[config.mk]
export PLATFORM = sky130hd
export DESIGN_NAME = rcpu_cfg_regs
export DESIGN_NICKNAME = d
export VERILOG_FILES = /design/src/hdl/rcpu_pkg.sv /design/src/hdl/rcpu_cfg_regs.sv
export SDC_FILE = /design/constraint.sdc
export NUM_CORES = 1
export LEC_CHECK = 0
export BUFFER_PORTS_ARGS = -buffer_cell sky130_fd_sc_hd__buf_2
export CAP_MARGIN = 20
export CORE_MARGIN = 1.5
export CORE_UTILIZATION = 48
export DETAILED_ROUTE_END_ITERATION = 16
export PLACE_DENSITY = 0.95
export SLEW_MARGIN = 40
export SYNTH_ARGS = -nofsm -noshare
export SYNTH_HDL_FRONTEND = slang
export SYNTH_SLANG_ARGS = --single-unit
[constraint.sdc]
create_clock -name clk -period 2.2 [get_ports clk]
set_clock_uncertainty 0.05 [all_clocks]
set_input_delay 0.33 -clock clk [delete_from_list [all_inputs] [get_ports clk]]
set_output_delay 0.33 -clock clk [all_outputs]
set_load 0.05 [all_outputs]
[src/hdl/rcpu_pkg.sv]
`timescale 1ns / 1ps
`default_nettype none

package rcpu_pkg;

  // Register file layout
  localparam int CFG_ADDR_W = 4;
  localparam int CFG_DATA_W = 32;

  localparam logic [1:0] REG_JUMP_THRESHOLD = 2'd0;
  localparam logic [1:0] REG_FRAME_WIDTH    = 2'd1;
  localparam logic [1:0] REG_FRAME_HEIGHT   = 2'd2;

  localparam int THRESH_W = 15;
  localparam int SIZE_W   = 13;

  localparam logic [THRESH_W-1:0] JUMP_THRESHOLD_RST = 15'd26214;
  localparam logic [SIZE_W-1:0]   FRAME_WIDTH_RST    = 13'd640;
  localparam logic [SIZE_W-1:0]   FRAME_HEIGHT_RST   = 13'd480;

  // Turn counts: 13-bit saturating, sum of two counts in 14 bits
  localparam int TURN_W  = 13;
  localparam int TOTAL_W = 14;

  localparam logic signed [TURN_W-1:0] TURN_MAX = 13'sd4095;
  localparam logic signed [TURN_W-1:0] TURN_MIN = -13'sd4096;

  typedef struct packed {
    logic [THRESH_W-1:0] jump_threshold;
    logic [SIZE_W-1:0]   frame_width;
    logic [SIZE_W-1:0]   frame_height;
  } rcpu_cfg_t;

  // Take one turn off on a positive jump, add one on a negative jump; saturate.
  function automatic logic signed [TURN_W-1:0] adjust_turns(
    input logic signed [TURN_W-1:0] turns,
    input logic                     jump_up,
    input logic                     jump_down
  );
    logic signed [TURN_W-1:0] res;
    res = turns;
    if (jump_up) begin
      if (turns != TURN_MIN) res = turns - TURN_W'(1);
    end else if (jump_down) begin
      if (turns != TURN_MAX) res = turns + TURN_W'(1);
    end
    return res;
  endfunction

endpackage

`default_nettype wire

[src/hdl/rcpu_cfg_regs.sv]
`timescale 1ns / 1ps
`default_nettype none

module rcpu_cfg_regs
  import rcpu_pkg::*;
(
  input  wire logic                  clk,
  input  wire logic                  rst_n,
  input  wire logic                  psel,
  input  wire logic                  penable,
  input  wire logic                  pwrite,
  input  wire logic [CFG_ADDR_W-1:0] paddr,
  input  wire logic [CFG_DATA_W-1:0] pwdata,
  output      logic [CFG_DATA_W-1:0] prdata,
  output      logic                  pready,
  output      rcpu_cfg_t             cfg
);

  rcpu_cfg_t  cfg_r;
  logic       wr_en;
  logic [1:0] reg_idx;

  assign pready  = 1'b1;
  assign reg_idx = paddr[3:2];
  assign wr_en   = psel && penable && pwrite;

  always_ff @(posedge clk) begin
    if (!rst_n) begin
      cfg_r.jump_threshold <= JUMP_THRESHOLD_RST;
      cfg_r.frame_width    <= FRAME_WIDTH_RST;
      cfg_r.frame_height   <= FRAME_HEIGHT_RST;
    end else if (wr_en) begin
      unique case (reg_idx)
        REG_JUMP_THRESHOLD: cfg_r.jump_threshold <= pwdata[THRESH_W-1:0];
        REG_FRAME_WIDTH:    cfg_r.frame_width    <= pwdata[SIZE_W-1:0];
        REG_FRAME_HEIGHT:   cfg_r.frame_height   <= pwdata[SIZE_W-1:0];
        default: ;
      endcase
    end
  end

  always_comb begin
    unique case (reg_idx)
      REG_JUMP_THRESHOLD: prdata = CFG_DATA_W'(cfg_r.jump_threshold);
      REG_FRAME_WIDTH:    prdata = CFG_DATA_W'(cfg_r.frame_width);
      REG_FRAME_HEIGHT:   prdata = CFG_DATA_W'(cfg_r.frame_height);
      default:            prdata = '0;
    endcase
  end

  assign cfg = cfg_r;

endmodule

`default_nettype wire

# ---- Word level (Yosys, flattened, before mapping)
# Cells that the tools add are included.
dict set report totals {
  word_cells 12
  reg_bits 41
  output_inout_bits 74
  in_bits 41
}
dict set report op_classes {
  reduce_logical 6
  mux 1
  eq_ne 2
}
# op count
set ops {}
lappend ops {{$pmux 15 s3} 1}
lappend ops {{$reduce_and 2->1} 3}
lappend ops {{$eq 2x1->1 const B} 1}
lappend ops {{$eq 2x2->1 const B} 1}
lappend ops {{$logic_and 1x1->1} 2}
lappend ops {{$logic_not 2->1} 1}

# ---- Longest topological paths before layout
# Gate-level depths: netlist of the first run.
dict set report logic_depth {
  word_depth 3
  mapped_depth 4
  ltp_nobuf 3
}

# ---- Least setup slack after synthesis of the first run
# No wires, ideal clock.
dict set report synth_timing {
  kind {flip-flop to output port}
  start {register cfg_r, in the netlist cfg[5]}
  end {output prdata[5]}
  path_stages_with_launch 3
  arrival_ps 1871
  path_slack_ps -51
  path_buffers 0
  cell_sequence {dfxtp_1 > mux2i_1 > o21ai_0}
}
dict set report synth_between {
  elab_chain_cells 1
}
# element line
set synth_rtl {}
lappend synth_rtl {{from (decl)} rcpu_cfg_regs.sv:19} ;# rcpu_cfg_t cfg_r;
lappend synth_rtl {{$pmux 15 s3} rcpu_cfg_regs.sv:43} ;# unique case (reg_idx)
lappend synth_rtl {{to (decl)} rcpu_cfg_regs.sv:14} ;# output logic [CFG_DATA_W-1:0] prdata,
# No other way between the ends.

# ---- Worst setup path in the final report of the first run
dict set report layout_timing {
  start {input paddr[2]}
  end {output prdata[3]}
}
dict set report layout_between {
  elab_chain_cells 2
}
# element line
set layout_rtl {}
lappend layout_rtl {{from (decl)} rcpu_cfg_regs.sv:12} ;# input wire logic [CFG_ADDR_W-1:0] paddr,
lappend layout_rtl {{$eq 2x2->1, or another cell as far along} rcpu_cfg_regs.sv:43}
lappend layout_rtl {{$pmux 15 s3 (*)} rcpu_cfg_regs.sv:43}
# Every way passes the cells marked *; elsewhere a longest branch is shown, timed or not.

==> results.md, run 1 <==
- Overall power: 1.55 mW
- Max frequency: approximately 560 MHz
- CTS buffer count: 5
- GRT overflow: 0
- Tot GR Track Use: ~20%
- Num rows: 23
- Mapped Cells: about 230
- CTS resizes: 0
- Pin count of the biggest net entering global routing: between 50 and 60
- Area grow syn2layout: 21.2%
- Buf/Inv on CP: 3
- Worst hold slack: ~240 ps
- Dpl ws: about 420 ps
- Initial DRC Count: a little under 50
- Final WS setup: around 420 ps
- Die ar.: between 4000 and 5000 um^2
- GP Congestion: 0.745
- I/O pins: 115
- Vias in the first global route: around 1700
- CTS tree: built
- Register Area: ~820 um^2
- Register bit total from synthesis: slightly above 40
- Fin Setup TNS: 0 ps
- Pwr dens: between 600 and 700 nW/um^2
- Crit-path leading delay family: buffers and inverters
- Fillers: 360
- Hold buffers post-CTS: 0
- Peak supply drop: about 380 uV
- Status: finished, final reports clean
- Final Critical Period: roughly 1800 ps
- Setup violations, final: 0
- Final Util: 62.2%
- First-pass GRT wire length: between 7 and 8 mm
- Crit. End Element: output pin
- Cell at the slowest stage of the critical path: buf_2
- GR Util met3: between 5 and 6%
- Initial antenna violation count: 0
- Mapped cell area: 2100 um^2
- CP Launch Type: input port
- Final ANT Viol Nets: 0
- Core box area: ~4000 um^2
- Max reg flops: between 40 and 50
- Unrepaired setup endpoints after global routing: false
- Period utilization: 80.8%
- Max stage delay on crit path: between 200 and 300 ps
- ANT cells: 0
- Dpl hpwl: between 3 and 4 mm
- Clk Latency, worst-skew pair: roughly 290 ps
- Sink Count: approximately 40
- CP Max Fanout: 13
- Max_slew headroom: between 40 and 50%
- Total detailed-routing wirelength: about 4.8 mm
- Multi-input gate area: 1090 um^2
- Worst EP arrival: between 1000 and 1500 ps
- Synth Warn #: 0
- Clock transition at path regs: approximately 80 ps
- DR vias/cell: between 5 and 6
- Die width: approximately 69 um
- Final Net Count: roughly 350
- CP dominant cell by count: buf_2
- Slew at the pin with the worst max-slew slack: 754 ps
- HP Class: in -> reg
- GR Util met1: approximately a quarter
- Met2 Use GR: about a third
- Starting Density: 51.3%
- Die Span Y: just under 70 um
- Postcts setup bufs: 0
- Synth cell types: 20
- GRT busiest layer: met2
- Mean Syn Cell Area: just over 9 um^2
- Cell chain of the critical path: buf_2 -> nor2b_1 -> buf_4 -> nand2_1 -> o21ai_1 -> buf_2
- Pleak: about 1.2 nW
- Drt wl/cell: about 14 um
- CTS root buffer: clkbuf_8
- MaxCap Viol Count: 0
- WP data required: between 1500 and 2000 ps
- # port buffers: 77
- H-Tree Depth: 2
- DRC violations left: 0
- DR pass1 iterations: 4
- Final Hold Vio Count: 0
- DR vias: 1792
- CP Class: in -> out
- Final Max Slew Viols: 0
- Max clock buf depth: 2
- Seq/Total Area, Yosys: between 30 and 40%
- Layout cells sized above 1: around a third
==> layout make-up <==
type | count | share of cell area (%)
multi-input combinational | 166 | 42.8
sequential | 41 | 32.3
timing repair buffer | 86 | 18.3
clock buffer | 5 | 2.71
tap | 50 | 2.46
inverter | 5 | 0.738
clock inverter | 3 | 0.689
==> per-stage QoR <==
step	area, um^2	cells
2_1_floorplan	2160	244
3_3_place_gp	2460	348
3_5_place_dp	2460	348
4_1_cts	2540	356
5_1_grt	2540	356
6_report	2540	356
==> cells in the final DEF (no fill, tap or decap), drive strengths merged <==
| cell type | instances |
|---|---|
| nand3 | 1 |
| o21ai | 13 |
| nor2 | 1 |
| buf | 86 |
| inv | 5 |
| clkinv | 2 |
| or4b | 2 |
| mux2i | 49 |
| clkinvlp | 1 |
| nand2 | 53 |
| o31ai | 3 |
| o211ai | 5 |
| nor2b | 15 |
| clkbuf | 5 |
| conb | 18 |
| dfxtp | 41 |
| or3 | 1 |
| nor3b | 2 |
| nor3 | 1 |
| and2 | 2 |
==> Yosys cell counts <==
master	count	area, um^2
mux2i_1	49	490
buf_6	5	56.3
buf_2	3	15.0
o21ai_0	13	65.1
o31ai_1	3	22.5
o211ai_1	5	37.5
nor2b_1	15	93.8
conb_1	2	7.51
buf_4	18	135
nand2_1	53	199
nand3_4	1	17.5
clkbuf_1	6	22.5
or4b_1	2	20.0
dfxtp_1	41	821
nor3_4	1	16.3
inv_1	5	18.8
and2_1	2	12.5
nor3b_4	2	37.5
nor2_1	1	3.75
or3_1	1	6.26
==> worst min-delay path: stages <==
cell     delay (ps)
buf_2           100
nand2_1          50
mux2i_1          60
==> path summary, 6_finish.rpt <==
kind	start	endpoint	slack (ps)	cells past startpoint
min	pwdata[6]	cfg[19]$_SDFFE_PN0P_	240	3
min reg2reg	cfg[33]$_SDFFE_PN0P_	cfg[33]$_SDFFE_PN0P_	430	2
max	paddr[2]	prdata[3]	420	6
max reg2reg	cfg[9]$_SDFFE_PN0P_	cfg[9]$_SDFFE_PN0P_	1480	2
==> cell families after synthesis <==
kind of cell	after synthesis	share of synthesized area (%)
other	2	0.358
muxes	49	23.4
buffers and inverters	37	11.8
AOI/OAI and AO/OA	21	5.96
and+or+nand+nor	78	19.4
DFF	41	39.1
==> routing by layer <==
layer | part of all wire (%) | routed length [um] | vias to the layer above
met5 | 0 | 0 | -
met4 | 1.0 | 48 | 0
met3 | 5.4 | 261 | 5
met2 | 49 | 2350 | 57
met1 | 45 | 2150 | 855
li1 | - | - | 875
==> power breakdown <==
part,internal (mW),leakage (nW),switching [mW]
registers,0.752,0.332,0.00800
logic,0.0727,0.811,0.235
clock network,0.219,0.0439,0.259
total,1.04,1.19,0.502
No activity file was read; power rests on OpenSTA's default activity.
==> run 2: changes to the inputs <==
Settings changed: CORE_UTILIZATION 48 to 40, PLACE_DENSITY 0.95 to 0.87.
Clock period 2.2 ns to 1.5 ns, I/O delays scaled along.
==> run 2 against run 1 <==
Against the previous run: first-iteration DRC count grew 37%; cell count rose by 6.5%; wire length increased by 4.2%; combinational power up 64%; global-route usage shrank 2.9 points; sequential share of layout area shrank 2.8 points.
==> results.md, run 2 (synthesis results as in run 1) <==
- CP Launch Type: input port
- Fillers: around 480
- Clock transition at path regs: 70 ps
- GP Congestion: between 0.7 and 0.8
- Crit-path leading delay family: buffers and inverters
- Buf/Inv on CP: 3
- Drt wl/cell: 13.2 um
- I/O pins: roughly 120
- # port buffers: slightly below 80
- GRT overflow: 0
- Final WS setup: roughly 67 ps
- Die Span Y: between 70 and 80 um
- Setup violations, final: 0
- Initial antenna violation count: 0
- Final Net Count: between 300 and 400
- CTS buffer count: 5
- Die width: 75.4 um
- Reg2Reg Depth: 2
- Final Util: a little over half
- Worst hold slack: 150 ps
- WP data required: roughly 1200 ps
- Commonest non-fill, non-tap cell in the layout: buf_2
- Max reg flops: 41
- FF-to-FF Start: cfg[30]$_SDFFE_PN0P_
- Max stage delay on crit path: just over 300 ps
- Total detailed-routing wirelength: 5.01 mm
- CTS tree: built
- CP Class: in -> out
- Worst setup path endpoint: prdata[9]
- Final Hold Vio Count: 0
- Pwr dens: 836 nW/um^2
- DR vias/cell: around 4.7
- Status: finished, final reports clean
- Cell chain of the critical path: buf_2 -> buf_12 -> mux2i_1 -> o21ai_4 -> clkbuf_4
- Num rows: 26
- Unrepaired setup endpoints after global routing: false
- Die ar.: between 5000 and 6000 um^2
- ANT cells: 0
- DR pass1 iterations: 4
- Crit. End Element: output pin
- Dpl ws: around 30 ps
- CTS root buffer: clkbuf_8
- Max frequency: 698 MHz
- Layout cells sized above 1: around 37%
- Starting Density: roughly 41%
- Postcts setup bufs: 0
- DRC violations left: 0
- Area grow syn2layout: 32.9%
- DR vias: ~1800
- Dpl hpwl: ~3.6 mm
- Worst setup path startpoint: paddr[3]
- Tot GR Track Use: 17.2%
- Period utilization: 95.5%
- Worst EP arrival: 1160 ps
- Core box area: 5070 um^2
- Initial DRC Count: 67
- Sink Count: just over 40
- Logic depth of the worst path, buffers included: 5
- Pleak: 1.26 nW
- First-pass GRT wire length: ~7.3 mm
- Max clock buf depth: 2
- H-Tree Depth: 2
- Final Critical Period: 1430 ps
- MaxCap Viol Count: 0
- Overall power: 2.33 mW
- Final Max Slew Viols: 0
- Cell at the slowest stage of the critical path: mux2i_1
- Clk Latency, worst-skew pair: 270 ps
- FF-to-FF setup slack: ~790 ps
- Final ANT Viol Nets: 0
- HP Class: in -> reg
- CP Max Fanout: 20
- Vias in the first global route: roughly 1600
- Pin count of the biggest net entering global routing: 60
- Most frequent cells in the layout: buf_2, nand2_1, mux2i_1, dfxtp_1, conb_1
- R2R Path End: cfg[30]$_SDFFE_PN0P_
- Peak supply drop: just over 400 uV
==> run 2: changes by cell type in the layout (fill, tap and decap cells not counted), sizes merged <==
cell / change
buf: -3
clkinv: -2
clkbuf: +9
clkinvlp: -1
==> run 2: metal layers <==
| metal | up-vias | GRT usage, % | share of wire (%) |
|---|---|---|---|
| met5 | - | 0 | 0 |
| met4 | 0 | 3.57 | 0.44 |
| met3 | 2 | 3.97 | 4.6 |
| met2 | 55 | 29.0 | 49 |
| met1 | 830 | 22.5 | 46 |
| li1 | 882 | - | - |
==> run 2: cell type report <==
class | instances | area (um^2) | area share [%]
clock buffers | 7 | 86.3 | 3.10
inverters | 5 | 18.8 | 0.673
multi-input cells | 166 | 1210 | 43.4
flip-flops and latches | 41 | 821 | 29.4
well taps | 70 | 87.6 | 3.14
repair buffers | 90 | 566 | 20.3
==> run 2: metrics by stage <==
step,TNS [ps],area [um^2],instances
2_1_floorplan,-153,2270,244
3_3_place_gp,0,2680,372
3_5_place_dp,0,2680,372
4_1_cts,0,2770,379
5_1_grt,0,2790,379
6_report,0,2790,379
==> run 2: repair_timing <==
| item | CTS | global route |
|---|---|---|
| setup endpoints to repair | 0 | 9 |
| hold buffers | 0 | 0 |
| resized for setup | 0 | 10 |
==> run 2: report_power, final <==
part	switching, mW	internal [mW]	total (mW)
combinational	0.366	0.139	0.504
clock	0.347	0.365	0.712
sequential	0.0113	1.10	1.11
==> run 2: how the worst min path moves through the flow <==
stage                               startpoint              endpoint  slack [ps]  cells after the start
after global routing                 pwdata[6]  cfg[19]$_SDFFE_PN0P_         140                      3
final                                pwdata[5]  cfg[18]$_SDFFE_PN0P_         150                      3
after floorplan                      pwdata[5]  cfg[18]$_SDFFE_PN0P_         320                      2
after CTS                            pwdata[5]  cfg[18]$_SDFFE_PN0P_         140                      3
after detailed placement  cfg[16]$_SDFFE_PN0P_  cfg[16]$_SDFFE_PN0P_         420                      2
after global placement    cfg[30]$_SDFFE_PN0P_  cfg[30]$_SDFFE_PN0P_         410                      2
==> run 2: worst register-to-register path, cell delays in order (launching register included) <==
cell,delay (ps)
dfxtp_1,360
nand2_1,60
mux2i_1,160
